$ cat src/hw/rtl/fflacc_pkg.sv
`timescale 1ns / 1ps

package fflacc_pkg;

    // Unpacked operand: value = m * 2^(e - 52), hidden bit at m[52], zero has m == 0
    localparam int MW = 53;
    localparam int EW = 14;
    localparam int WW = 109;

    typedef struct packed {
        logic                 s;
        logic signed [EW-1:0] e;
        logic [MW-1:0]        m;
    } op_t;

    localparam logic signed [EW-1:0] E_ZERO = -14'sd3000;

    // Unit operation codes
    localparam logic [2:0] OP_ADD  = 3'd0;
    localparam logic [2:0] OP_SUB  = 3'd1;
    localparam logic [2:0] OP_MUL  = 3'd2;
    localparam logic [2:0] OP_DIV  = 3'd3;
    localparam logic [2:0] OP_ITOF = 3'd4;

    // Configuration register indexes
    localparam logic [1:0] CFG_VARIANT = 2'd0;
    localparam logic [1:0] CFG_ACCUM   = 2'd1;

    // Operand indexes: 0..6 scratch memory, 7 running sum, 8 and up constants
    localparam logic [4:0] R0 = 5'd0;
    localparam logic [4:0] R1 = 5'd1;
    localparam logic [4:0] R2 = 5'd2;
    localparam logic [4:0] R3 = 5'd3;
    localparam logic [4:0] R4 = 5'd4;
    localparam logic [4:0] RM = 5'd6;
    localparam logic [4:0] RS = 5'd7;
    localparam logic [4:0] CI_ZERO  = 5'd8;
    localparam logic [4:0] CI_SCALE = 5'd9;
    localparam logic [4:0] CI_LN2   = 5'd10;
    localparam logic [4:0] CI_C0A   = 5'd11;
    localparam logic [4:0] CI_C0B   = 5'd12;
    localparam logic [4:0] CI_C0C   = 5'd13;
    localparam logic [4:0] CI_C0D   = 5'd14;
    localparam logic [4:0] CI_C1A   = 5'd15;
    localparam logic [4:0] CI_C1B   = 5'd16;
    localparam logic [4:0] CI_C1C   = 5'd17;
    localparam logic [4:0] CI_C1D   = 5'd18;
    localparam logic [4:0] CI_C2I0  = 5'd19;
    localparam logic [4:0] CI_C2I1  = 5'd20;
    localparam logic [4:0] CI_C2CB  = 5'd21;
    localparam logic [4:0] CI_C2A   = 5'd22;
    localparam logic [4:0] CI_C2RN  = 5'd23;
    localparam logic [4:0] CI_C2RD  = 5'd24;

    typedef struct packed {
        logic [2:0] op;
        logic [2:0] dst;
        logic [4:0] a;
        logic [4:0] b;
        logic       dbl;
        logic       fin;
    } instr_t;

    typedef struct packed {
        logic       start;
        logic [2:0] op;
        logic       dbl;
        op_t        a;
        op_t        b;
        logic [31:0] xb;
    } fpu_cmd_t;

    typedef struct packed {
        logic busy;
        logic done;
        op_t  res;
    } fpu_sts_t;

    // Elaboration-time literal conversion, optionally rounded to single
    function automatic op_t real_to_op(input real r, input logic single);
        logic [63:0]          b;
        logic [MW-1:0]        mm;
        logic signed [EW-1:0] ee;
        logic [24:0]          r24;
        op_t                  o;
        b = $realtobits(r);
        if (b[62:0] == 63'd0)
        begin
            o.s = b[63];
            o.e = E_ZERO;
            o.m = '0;
        end
        else
        begin
            ee = $signed({3'b000, b[62:52]}) - 14'sd1023;
            mm = {1'b1, b[51:0]};
            if (single)
            begin
                r24 = {1'b0, mm[52:29]} + 25'(mm[28] & ((|mm[27:0]) | mm[29]));
                if (r24[24])
                begin
                    mm = {1'b1, 52'd0};
                    ee = ee + 14'sd1;
                end
                else
                begin
                    mm = {r24[23:0], 29'd0};
                end
            end
            o.s = b[63];
            o.e = ee;
            o.m = mm;
        end
        return o;
    endfunction

    localparam op_t K_ZERO  = real_to_op(0.0, 1'b1);
    localparam op_t K_SCALE = real_to_op(1.1920928955078125e-7, 1'b1);
    localparam op_t K_LN2   = real_to_op(0.69314718, 1'b1);
    localparam op_t K_C0A   = real_to_op(124.22551499, 1'b1);
    localparam op_t K_C0B   = real_to_op(1.498030302, 1'b1);
    localparam op_t K_C0C   = real_to_op(1.72587999, 1'b1);
    localparam op_t K_C0D   = real_to_op(0.3520887068, 1'b1);
    localparam op_t K_C1A   = real_to_op(124.2098722217282, 1'b1);
    localparam op_t K_C1B   = real_to_op(1.502704726439149, 1'b1);
    localparam op_t K_C1C   = real_to_op(1.746553042329640, 1'b1);
    localparam op_t K_C1D   = real_to_op(0.356745518976678, 1'b1);
    localparam op_t K_C2I0  = real_to_op(-0.472721975352920, 1'b1);
    localparam op_t K_C2I1  = real_to_op(0.078018528401178, 1'b1);
    localparam op_t K_C2CB  = real_to_op(-0.413356886671142, 1'b0);
    localparam op_t K_C2A   = real_to_op(125.5233166734556, 1'b1);
    localparam op_t K_C2RN  = real_to_op(-0.787757784962750, 1'b1);
    localparam op_t K_C2RD  = real_to_op(0.1781810261970705, 1'b1);

    function automatic op_t const_op(input logic [4:0] idx);
        op_t o;
        unique case (idx)
            CI_SCALE: o = K_SCALE;
            CI_LN2:   o = K_LN2;
            CI_C0A:   o = K_C0A;
            CI_C0B:   o = K_C0B;
            CI_C0C:   o = K_C0C;
            CI_C0D:   o = K_C0D;
            CI_C1A:   o = K_C1A;
            CI_C1B:   o = K_C1B;
            CI_C1C:   o = K_C1C;
            CI_C1D:   o = K_C1D;
            CI_C2I0:  o = K_C2I0;
            CI_C2I1:  o = K_C2I1;
            CI_C2CB:  o = K_C2CB;
            CI_C2A:   o = K_C2A;
            CI_C2RN:  o = K_C2RN;
            CI_C2RD:  o = K_C2RD;
            default:  o = K_ZERO;
        endcase
        return o;
    endfunction

    function automatic instr_t mk(input logic [2:0] op, input logic [4:0] dst,
                                  input logic [4:0] a, input logic [4:0] b,
                                  input logic dbl, input logic fin);
        instr_t i;
        i.op  = op;
        i.dst = dst[2:0];
        i.a   = a;
        i.b   = b;
        i.dbl = dbl;
        i.fin = fin;
        return i;
    endfunction

    // Microprograms per coefficient set; the result lands in R0
    function automatic instr_t prog(input logic [1:0] v, input logic [4:0] pc);
        instr_t i;
        i = mk(OP_ADD, R0, R0, CI_ZERO, 1'b0, 1'b1);
        if (v == 2'd0)
        begin
            unique case (pc)
                5'd0:  i = mk(OP_ITOF, R0, R0, R0, 1'b0, 1'b0);
                5'd1:  i = mk(OP_MUL, R0, R0, CI_SCALE, 1'b0, 1'b0);
                5'd2:  i = mk(OP_MUL, R0, R0, CI_LN2, 1'b0, 1'b0);
                5'd3:  i = mk(OP_MUL, R1, CI_C0A, CI_LN2, 1'b0, 1'b0);
                5'd4:  i = mk(OP_SUB, R0, R0, R1, 1'b0, 1'b0);
                5'd5:  i = mk(OP_MUL, R1, CI_C0B, CI_LN2, 1'b0, 1'b0);
                5'd6:  i = mk(OP_MUL, R1, R1, RM, 1'b0, 1'b0);
                5'd7:  i = mk(OP_SUB, R0, R0, R1, 1'b0, 1'b0);
                5'd8:  i = mk(OP_MUL, R1, CI_C0C, CI_LN2, 1'b0, 1'b0);
                5'd9:  i = mk(OP_ADD, R2, CI_C0D, RM, 1'b0, 1'b0);
                5'd10: i = mk(OP_DIV, R1, R1, R2, 1'b0, 1'b0);
                default: i = mk(OP_SUB, R0, R0, R1, 1'b0, 1'b1);
            endcase
        end
        else if (v == 2'd1)
        begin
            unique case (pc)
                5'd0:  i = mk(OP_MUL, R1, CI_SCALE, CI_LN2, 1'b0, 1'b0);
                5'd1:  i = mk(OP_ITOF, R0, R0, R0, 1'b1, 1'b0);
                5'd2:  i = mk(OP_MUL, R0, R0, R1, 1'b1, 1'b0);
                5'd3:  i = mk(OP_ADD, R0, R0, CI_ZERO, 1'b0, 1'b0);
                5'd4:  i = mk(OP_MUL, R1, CI_C1A, CI_LN2, 1'b0, 1'b0);
                5'd5:  i = mk(OP_SUB, R0, R0, R1, 1'b0, 1'b0);
                5'd6:  i = mk(OP_MUL, R1, CI_C1B, CI_LN2, 1'b0, 1'b0);
                5'd7:  i = mk(OP_MUL, R1, R1, RM, 1'b0, 1'b0);
                5'd8:  i = mk(OP_SUB, R0, R0, R1, 1'b0, 1'b0);
                5'd9:  i = mk(OP_MUL, R1, CI_C1C, CI_LN2, 1'b0, 1'b0);
                5'd10: i = mk(OP_ADD, R2, CI_C1D, RM, 1'b0, 1'b0);
                5'd11: i = mk(OP_DIV, R1, R1, R2, 1'b0, 1'b0);
                default: i = mk(OP_SUB, R0, R0, R1, 1'b0, 1'b1);
            endcase
        end
        else
        begin
            unique case (pc)
                5'd0:  i = mk(OP_MUL, R1, CI_SCALE, CI_LN2, 1'b0, 1'b0);
                5'd1:  i = mk(OP_ITOF, R0, R0, R0, 1'b0, 1'b0);
                5'd2:  i = mk(OP_MUL, R0, R0, R1, 1'b0, 1'b0);
                5'd3:  i = mk(OP_MUL, R2, CI_C2I1, RM, 1'b0, 1'b0);
                5'd4:  i = mk(OP_ADD, R2, CI_C2I0, R2, 1'b0, 1'b0);
                5'd5:  i = mk(OP_MUL, R2, RM, R2, 1'b0, 1'b0);
                5'd6:  i = mk(OP_ADD, R2, CI_C2CB, R2, 1'b1, 1'b0);
                5'd7:  i = mk(OP_MUL, R2, RM, R2, 1'b1, 1'b0);
                5'd8:  i = mk(OP_MUL, R2, R2, CI_LN2, 1'b1, 1'b0);
                5'd9:  i = mk(OP_MUL, R3, CI_C2RN, CI_LN2, 1'b0, 1'b0);
                5'd10: i = mk(OP_ADD, R4, CI_C2RD, RM, 1'b0, 1'b0);
                5'd11: i = mk(OP_DIV, R3, R3, R4, 1'b0, 1'b0);
                5'd12: i = mk(OP_MUL, R1, CI_C2A, CI_LN2, 1'b0, 1'b0);
                5'd13: i = mk(OP_SUB, R0, R0, R1, 1'b0, 1'b0);
                5'd14: i = mk(OP_ADD, R0, R0, R2, 1'b1, 1'b0);
                5'd15: i = mk(OP_ADD, R0, R0, R3, 1'b1, 1'b0);
                default: i = mk(OP_ADD, R0, R0, CI_ZERO, 1'b0, 1'b1);
            endcase
        end
        return i;
    endfunction

    // Pack a single-rounded operand into IEEE single bits
    function automatic logic [31:0] to_single(input op_t o);
        logic [EW-1:0] be;
        be = o.e + 14'sd127;
        if (o.m == '0)
        begin
            return {o.s, 31'd0};
        end
        return {o.s, be[7:0], o.m[51:29]};
    endfunction

endpackage

$ cat src/hw/rtl/fflacc_fpu.sv
`timescale 1ns / 1ps

module fflacc_fpu
(
    input  logic                 clk,
    input  logic                 rst_n,
    input  fflacc_pkg::fpu_cmd_t cmd,
    output fflacc_pkg::fpu_sts_t sts
);

    localparam logic [2:0] F_IDLE  = 3'd0;
    localparam logic [2:0] F_ADD   = 3'd1;
    localparam logic [2:0] F_MUL   = 3'd2;
    localparam logic [2:0] F_DIV   = 3'd3;
    localparam logic [2:0] F_NORM  = 3'd4;
    localparam logic [2:0] F_ROUND = 3'd5;

    localparam int WW = fflacc_pkg::WW;
    localparam int MW = fflacc_pkg::MW;
    localparam int EW = fflacc_pkg::EW;

    logic [2:0]           st_reg;
    logic [WW-1:0]        wm_reg;
    logic [WW-1:0]        sm_reg;
    logic                 sub_reg;
    logic                 stk_reg;
    logic signed [EW-1:0] ex_reg;
    logic                 sg_reg;
    logic                 zs_reg;
    logic                 dbl_reg;
    logic [5:0]           cnt_reg;
    logic [MW-1:0]        ma_reg;
    logic [MW-1:0]        mb_reg;
    logic [MW:0]          rem_reg;
    logic [55:0]          q_reg;
    fflacc_pkg::op_t      res_reg;
    logic                 done_reg;

    // Alignment for add and subtract
    logic                 a_big;
    logic                 sb_eff;
    fflacc_pkg::op_t      big;
    fflacc_pkg::op_t      sml;
    logic                 sml_s;
    logic [EW-1:0]        dsh;
    logic [WW-1:0]        wsml;
    logic [WW-1:0]        smask;
    logic [WW-1:0]        smj;

    always_comb
    begin
        sb_eff = cmd.b.s ^ (cmd.op == fflacc_pkg::OP_SUB);
        a_big  = ($signed(cmd.a.e) > $signed(cmd.b.e)) ||
                 ((cmd.a.e == cmd.b.e) && (cmd.a.m >= cmd.b.m));
        big    = a_big ? cmd.a : cmd.b;
        sml    = a_big ? cmd.b : cmd.a;
        big.s  = a_big ? cmd.a.s : sb_eff;
        sml_s  = a_big ? sb_eff : cmd.a.s;
        dsh    = big.e - sml.e;
        wsml   = {2'b00, sml.m, 54'd0};
        smask  = ({{(WW-1){1'b0}}, 1'b1} << dsh) - {{(WW-1){1'b0}}, 1'b1};
        smj    = (wsml >> dsh) | {{(WW-1){1'b0}}, |(wsml & smask)};
    end

    // Partial product for the multiplier
    logic [26:0]   pa;
    logic [26:0]   pb;
    logic [53:0]   pp;
    logic [WW-1:0] ppw;

    always_comb
    begin
        pa  = cnt_reg[0] ? {1'b0, ma_reg[52:27]} : ma_reg[26:0];
        pb  = cnt_reg[1] ? {1'b0, mb_reg[52:27]} : mb_reg[26:0];
        pp  = pa * pb;
        ppw = {{(WW-54){1'b0}}, pp} << 2;
        if (cnt_reg[1:0] == 2'd3)
        begin
            ppw = ppw << 54;
        end
        else if (cnt_reg[1:0] != 2'd0)
        begin
            ppw = ppw << 27;
        end
    end

    // Divider step
    logic          ge;
    logic [MW:0]   rd;
    logic [55:0]   q_n;

    always_comb
    begin
        ge  = rem_reg >= {1'b0, mb_reg};
        rd  = ge ? (rem_reg - {1'b0, mb_reg}) : rem_reg;
        q_n = {q_reg[54:0], ge};
    end

    // Round to nearest even at 53 or 24 bits
    logic            up53;
    logic            up24;
    logic [MW:0]     inc53;
    logic [24:0]     inc24;
    fflacc_pkg::op_t rnd;

    always_comb
    begin
        up53  = wm_reg[54] & ((|wm_reg[53:0]) | stk_reg | wm_reg[55]);
        up24  = wm_reg[83] & ((|wm_reg[82:0]) | stk_reg | wm_reg[84]);
        inc53 = {1'b0, wm_reg[107:55]} + {{MW{1'b0}}, up53};
        inc24 = {1'b0, wm_reg[107:84]} + {24'd0, up24};
        rnd.s = sg_reg;
        rnd.e = ex_reg;
        if (dbl_reg)
        begin
            rnd.m = inc53[MW-1:0];
            if (inc53[MW])
            begin
                rnd.m = {1'b1, {(MW-1){1'b0}}};
                rnd.e = ex_reg + 14'sd1;
            end
        end
        else
        begin
            rnd.m = {inc24[23:0], 29'd0};
            if (inc24[24])
            begin
                rnd.m = {1'b1, {(MW-1){1'b0}}};
                rnd.e = ex_reg + 14'sd1;
            end
        end
    end

    // Sequence the shared unit
    always_ff @(posedge clk or negedge rst_n)
    begin
        if (!rst_n)
        begin
            st_reg   <= F_IDLE;
            done_reg <= 1'b0;
            cnt_reg  <= '0;
        end
        else
        begin
            done_reg <= 1'b0;
            unique case (st_reg)
                F_IDLE:
                begin
                    if (cmd.start)
                    begin
                        cnt_reg <= '0;
                        if (cmd.op == fflacc_pkg::OP_MUL)
                        begin
                            st_reg <= F_MUL;
                        end
                        else if (cmd.op == fflacc_pkg::OP_DIV)
                        begin
                            st_reg <= F_DIV;
                        end
                        else if (cmd.op == fflacc_pkg::OP_ITOF)
                        begin
                            st_reg <= F_NORM;
                        end
                        else
                        begin
                            st_reg <= F_ADD;
                        end
                    end
                end
                F_ADD:
                begin
                    st_reg <= F_NORM;
                end
                F_MUL:
                begin
                    cnt_reg <= cnt_reg + 6'd1;
                    if (cnt_reg[1:0] == 2'd3)
                    begin
                        st_reg <= F_NORM;
                    end
                end
                F_DIV:
                begin
                    cnt_reg <= cnt_reg + 6'd1;
                    if (cnt_reg == 6'd55)
                    begin
                        st_reg <= F_NORM;
                    end
                end
                F_NORM:
                begin
                    if (wm_reg == '0)
                    begin
                        done_reg <= 1'b1;
                        st_reg   <= F_IDLE;
                    end
                    else if (wm_reg[108] || wm_reg[107])
                    begin
                        st_reg <= F_ROUND;
                    end
                end
                F_ROUND:
                begin
                    done_reg <= 1'b1;
                    st_reg   <= F_IDLE;
                end
                default:
                begin
                    st_reg <= F_IDLE;
                end
            endcase
        end
    end

    // Datapath registers
    always_ff @(posedge clk)
    begin
        unique case (st_reg)
            F_IDLE:
            begin
                dbl_reg <= cmd.dbl;
                stk_reg <= 1'b0;
                if (cmd.op == fflacc_pkg::OP_MUL)
                begin
                    wm_reg <= '0;
                    ma_reg <= cmd.a.m;
                    mb_reg <= cmd.b.m;
                    sg_reg <= cmd.a.s ^ cmd.b.s;
                    zs_reg <= cmd.a.s ^ cmd.b.s;
                    ex_reg <= cmd.a.e + cmd.b.e + 14'sd1;
                end
                else if (cmd.op == fflacc_pkg::OP_DIV)
                begin
                    rem_reg <= {1'b0, cmd.a.m};
                    mb_reg  <= cmd.b.m;
                    q_reg   <= '0;
                    sg_reg  <= cmd.a.s ^ cmd.b.s;
                    zs_reg  <= cmd.a.s ^ cmd.b.s;
                    ex_reg  <= cmd.a.e - cmd.b.e;
                end
                else if (cmd.op == fflacc_pkg::OP_ITOF)
                begin
                    wm_reg <= {1'b0, cmd.xb, 76'd0};
                    sg_reg <= 1'b0;
                    zs_reg <= 1'b0;
                    ex_reg <= 14'sd31;
                end
                else
                begin
                    wm_reg  <= {2'b00, big.m, 54'd0};
                    sm_reg  <= smj;
                    sub_reg <= big.s ^ sml_s;
                    sg_reg  <= big.s;
                    zs_reg  <= big.s & sml_s;
                    ex_reg  <= big.e + 14'sd1;
                end
            end
            F_ADD:
            begin
                wm_reg <= sub_reg ? (wm_reg - sm_reg) : (wm_reg + sm_reg);
            end
            F_MUL:
            begin
                wm_reg <= wm_reg + ppw;
            end
            F_DIV:
            begin
                rem_reg <= {rd[MW-1:0], 1'b0};
                q_reg   <= q_n;
                if (cnt_reg == 6'd55)
                begin
                    wm_reg  <= {1'b0, q_n, 52'd0};
                    stk_reg <= |rd;
                end
            end
            F_NORM:
            begin
                if (wm_reg == '0)
                begin
                    res_reg.s <= zs_reg;
                    res_reg.e <= fflacc_pkg::E_ZERO;
                    res_reg.m <= '0;
                end
                else if (wm_reg[108])
                begin
                    wm_reg  <= wm_reg >> 1;
                    stk_reg <= stk_reg | wm_reg[0];
                    ex_reg  <= ex_reg + 14'sd1;
                end
                else if (!wm_reg[107])
                begin
                    wm_reg <= wm_reg << 1;
                    ex_reg <= ex_reg - 14'sd1;
                end
            end
            F_ROUND:
            begin
                res_reg <= rnd;
            end
            default:
            begin
                res_reg <= rnd;
            end
        endcase
    end

    assign sts.busy = (st_reg != F_IDLE);
    assign sts.done = done_reg;
    assign sts.res  = res_reg;

endmodule

$ cat config.mk
export PLATFORM = sky130hd
export DESIGN_NAME = fflacc_fpu
export DESIGN_NICKNAME = d
export VERILOG_FILES = /design/src/hw/rtl/fflacc_pkg.sv /design/src/hw/rtl/fflacc_fpu.sv
export SDC_FILE = /design/constraint.sdc
export NUM_CORES = 2
export LEC_CHECK = 0
export ABC_AREA = 1
export BUFFER_PORTS_ARGS = -buffer_cell sky130_fd_sc_hd__buf_2
export CAP_MARGIN = 20
export CORE_UTILIZATION = 31
export DETAILED_ROUTE_END_ITERATION = 6
export MAX_ROUTING_LAYER = met4
export PLACE_DENSITY = 0.47
export SLEW_MARGIN = 15
export SYNTH_ARGS = -nofsm -noshare
export SYNTH_HDL_FRONTEND = slang
export SYNTH_SLANG_ARGS = --single-unit
export TNS_END_PERCENT = 5
$ cat constraint.sdc
create_clock -name clk -period 21.1 [get_ports clk]
set_input_delay 0 -clock clk [delete_from_list [all_inputs] [get_ports clk]]
set_output_delay 0 -clock clk [all_outputs]
set_load 0.02 [all_outputs]
==> flow_metrics.tcl <==
set metrics [dict create \
    final_cells 15580 \
    grt_first_pass_wirelength_um 611300 \
    cap_viol_max_count 0 \
    grt-ovfl-total 0 \
    grt_use_total_pct 33.06 \
    whs_path_depth 3 \
    ys_warn_count 0 \
    antenna_found_initial 23 \
    clock-sinks 528 \
    cts_made_buffers 71 \
    wirelength_um 434800 \
    ios 245 \
    ant_nets 0 \
    critPathLaunchType "flop" \
    clock_tree.root_cell "clkbuf_16" \
    fin_ws_ns 7.965 \
    first_global_vias 82430 \
    drive_gt1_share_pct 6.932 \
    synth_enable_flop_cells 518 \
    cts_setup_buffers 0 \
    num-nets-final 13360 \
    place.port_buffers 244 \
    die-width_um 515.0 \
    status "finished clean" \
    area_growth_syn_to_layout_pct 11.94 \
    fp-row-count 187 \
    synthCells 11750 \
    slowest_stage "inv_1" \
    grt_max_degree 123 \
    tns_ns 0 \
    ys_types 77 \
    core_area_sq_mm 0.2606 \
    skew_ns 0.08034 \
    drc 0 \
    dp_hpwl_um 358700 \
    critPathArrivalTime_ns 13.57 \
    clk_pin_slew_ns 0.07 \
    final_hold_viol_count 0 \
    drt-initial-drc-count 9641 \
    critPathMaxFanout 28 \
    syn_nets 13100 \
    critPathMaxStageDelay_ns 0.72 \
    path_class "reg2reg" \
    report.final.slew_viol_count 0 \
    clk-insertion-delay-late_ns 0.75 \
    initial_utilization_pct 31.30 \
    yosysSeqAreaShare_pct 19.37 \
    synth_area_per_cell_sq_um 6.943 \
    vias 85340 \
    via_per_inst 5.477 \
    finalCritPeriodShare_pct 62.25 \
    gp_congestion 1.025 \
    hold_path.class "in2reg" \
    netlist_area_sq_mm 0.08158 \
    largest_reg_flops 109 \
    cp_common_cell "inv_1" \
    ys.flop_type "edfxtp_1" \
    worstRegToRegCells 48 \
    worst_slew_pin_slew_ns 1.304 \
    cts_tree "done" \
    place_ws_ns 8.194 \
    slew_headroom_pct 12.12 \
    nFillCells 28490 \
    die-height_um 515.0 \
    crit_required_ns 21.54 \
    cts.path.max_buffers 3 \
    end_kind "flop" \
    synth-seq-cells 528 \
    final_cell_mix "2465 x nand2_1, 2025 x inv_1, 1381 x nor2_1, 753 x a21oi_1, 665 x o21ai_0" \
    dp_cells 15270 \
    htreeDepth 3 \
    die_area_sq_mm 0.2652 \
    rsz0062_at_grt "no" \
    timing.hold.ws_ns 0.05462 \
    layout_commonest_cell "nand2_1" \
    fin_crit_ns 13.13 \
    async_flop_share_pct 1.894 \
    wl_per_cell_um 27.91 \
    dr.pass1.iters 6 \
    clock.fmax_mhz 76.14 \
    setup_violations 0 \
]
==> final timing paths <==
path	from	to	slack, ns
max in group asynchronous	rst_n	cnt_reg[1]	20.23
min in group asynchronous	rst_n	cnt_reg[5]	0.43
worst min register to register	st_reg[1]	done_reg	0.52
worst min-delay path	cmd[23]	wm_reg[99]	0.05
worst max-delay path	cnt_reg[0]	wm_reg[95]	7.97
worst max register to register	cnt_reg[0]	wm_reg[95]	7.97
==> critical path, delay by kind of cell (launching register included) <==
family | cells | cell delay [ns]
AND/OR/NAND/NOR | 8 | 1.05
buffers and inverters | 8 | 1.85
flip-flops | 1 | 0.38
adder cells (fa/ha/maj) | 9 | 4.00
XOR/XNOR | 1 | 0.71
AO/OA/AOI/OAI | 22 | 4.78
==> stage by stage <==
step,utilization (%),cell area [sq um]
finish,35.03,91320
detailed placement,33.46,87210
floorplan,-,81580
global route,35.02,91290
global placement,33.45,87170
CTS,34.99,91200
==> Yosys cell counts (all sizes together) (4+ instances only) <==
library cell / instances / area, sq um
o21ai: 761 / 3812
o2111ai: 39 / 341.6
and2: 15 / 93.84
a22oi: 68 / 510.5
nand3b: 10 / 75.07
o21a: 54 / 405.4
fa: 629 / 12590
o221ai: 57 / 499.2
a22o: 4 / 35.03
o211ai: 52 / 404.1
nor3: 138 / 705.7
a21boi: 30 / 225.2
buf: 90 / 471.7
a211oi: 7 / 52.55
o31ai: 11 / 82.58
xnor2: 100 / 875.8
or2: 116 / 725.7
o32ai: 5 / 43.79
xor2: 203 / 1834
edfxtp: 518 / 15550
a221oi: 58 / 508.0
clkbuf: 335 / 1257
ha: 550 / 6882
a21o: 16 / 120.1
dfrtp: 10 / 250.2
nor2: 1432 / 5552
a31oi: 154 / 963.4
nand2: 2488 / 9397
clkinv: 16 / 60.06
a21oi: 755 / 3786
inv: 2059 / 7729
nand4: 151 / 1018
nand3: 538 / 2750
mux2i: 30 / 300.3
nor3b: 10 / 75.07
o22ai: 104 / 650.6
o21bai: 12 / 90.09
nor4: 95 / 594.3
==> cell families (layout without fill, tap and decap cells) <==
logic type                 count (synthesis)  after routing  share of synthesized area, %
and+or+nand+nor                         5004           5004                         25.82
adders and majority gates               1179           1179                         23.87
DFF                                      528            528                         19.37
xor gates and xnor gates                 303            303                         3.322
AOI/OAI and AO/OA                       2205           2205                         15.56
other                                      0             24                             0
buffers and inverters                   2500           2810                         11.67
muxes                                     31             31                        0.3819
==> layer usage <==
| metal | share of wire [%] | routed length (um) | GRT usage (%) | up-vias |
|---|---|---|---|---|
| li1 | - | - | - | 38920 |
| met4 | 6.1 | 26570 | 17.03 | 0 |
| met1 | 43 | 185900 | 42.59 | 41860 |
| met2 | 44 | 192000 | 50.53 | 3732 |
| met3 | 7.0 | 30320 | 4.382 | 820 |
| met5 | 0 | 0 | - | - |
==> area by class of cell <==
| class | count | area, sq um | share of cell area [%] |
|---|---|---|---|
| antenna | 24 | 60.06 | 0.06577 |
| clock buffer | 87 | 1909 | 2.091 |
| clock inverter | 42 | 571.8 | 0.6262 |
| inverter | 2075 | 7791 | 8.532 |
| multi-input combinational | 8722 | 56480 | 61.85 |
| sequential | 528 | 15810 | 17.31 |
| tap | 3496 | 4374 | 4.790 |
| timing repair buffer | 606 | 4324 | 4.735 |
==> what timing repair did <==
action / in CTS / in global routing
hold buffers: 150 / 2
gates resized for setup: 0 / 0
endpoints found under the hold margin: 194 / 2
Power is left out: the tool's default activity adds up to more than one toggle a clock period on the data nets, which glitch-free logic cannot reach.
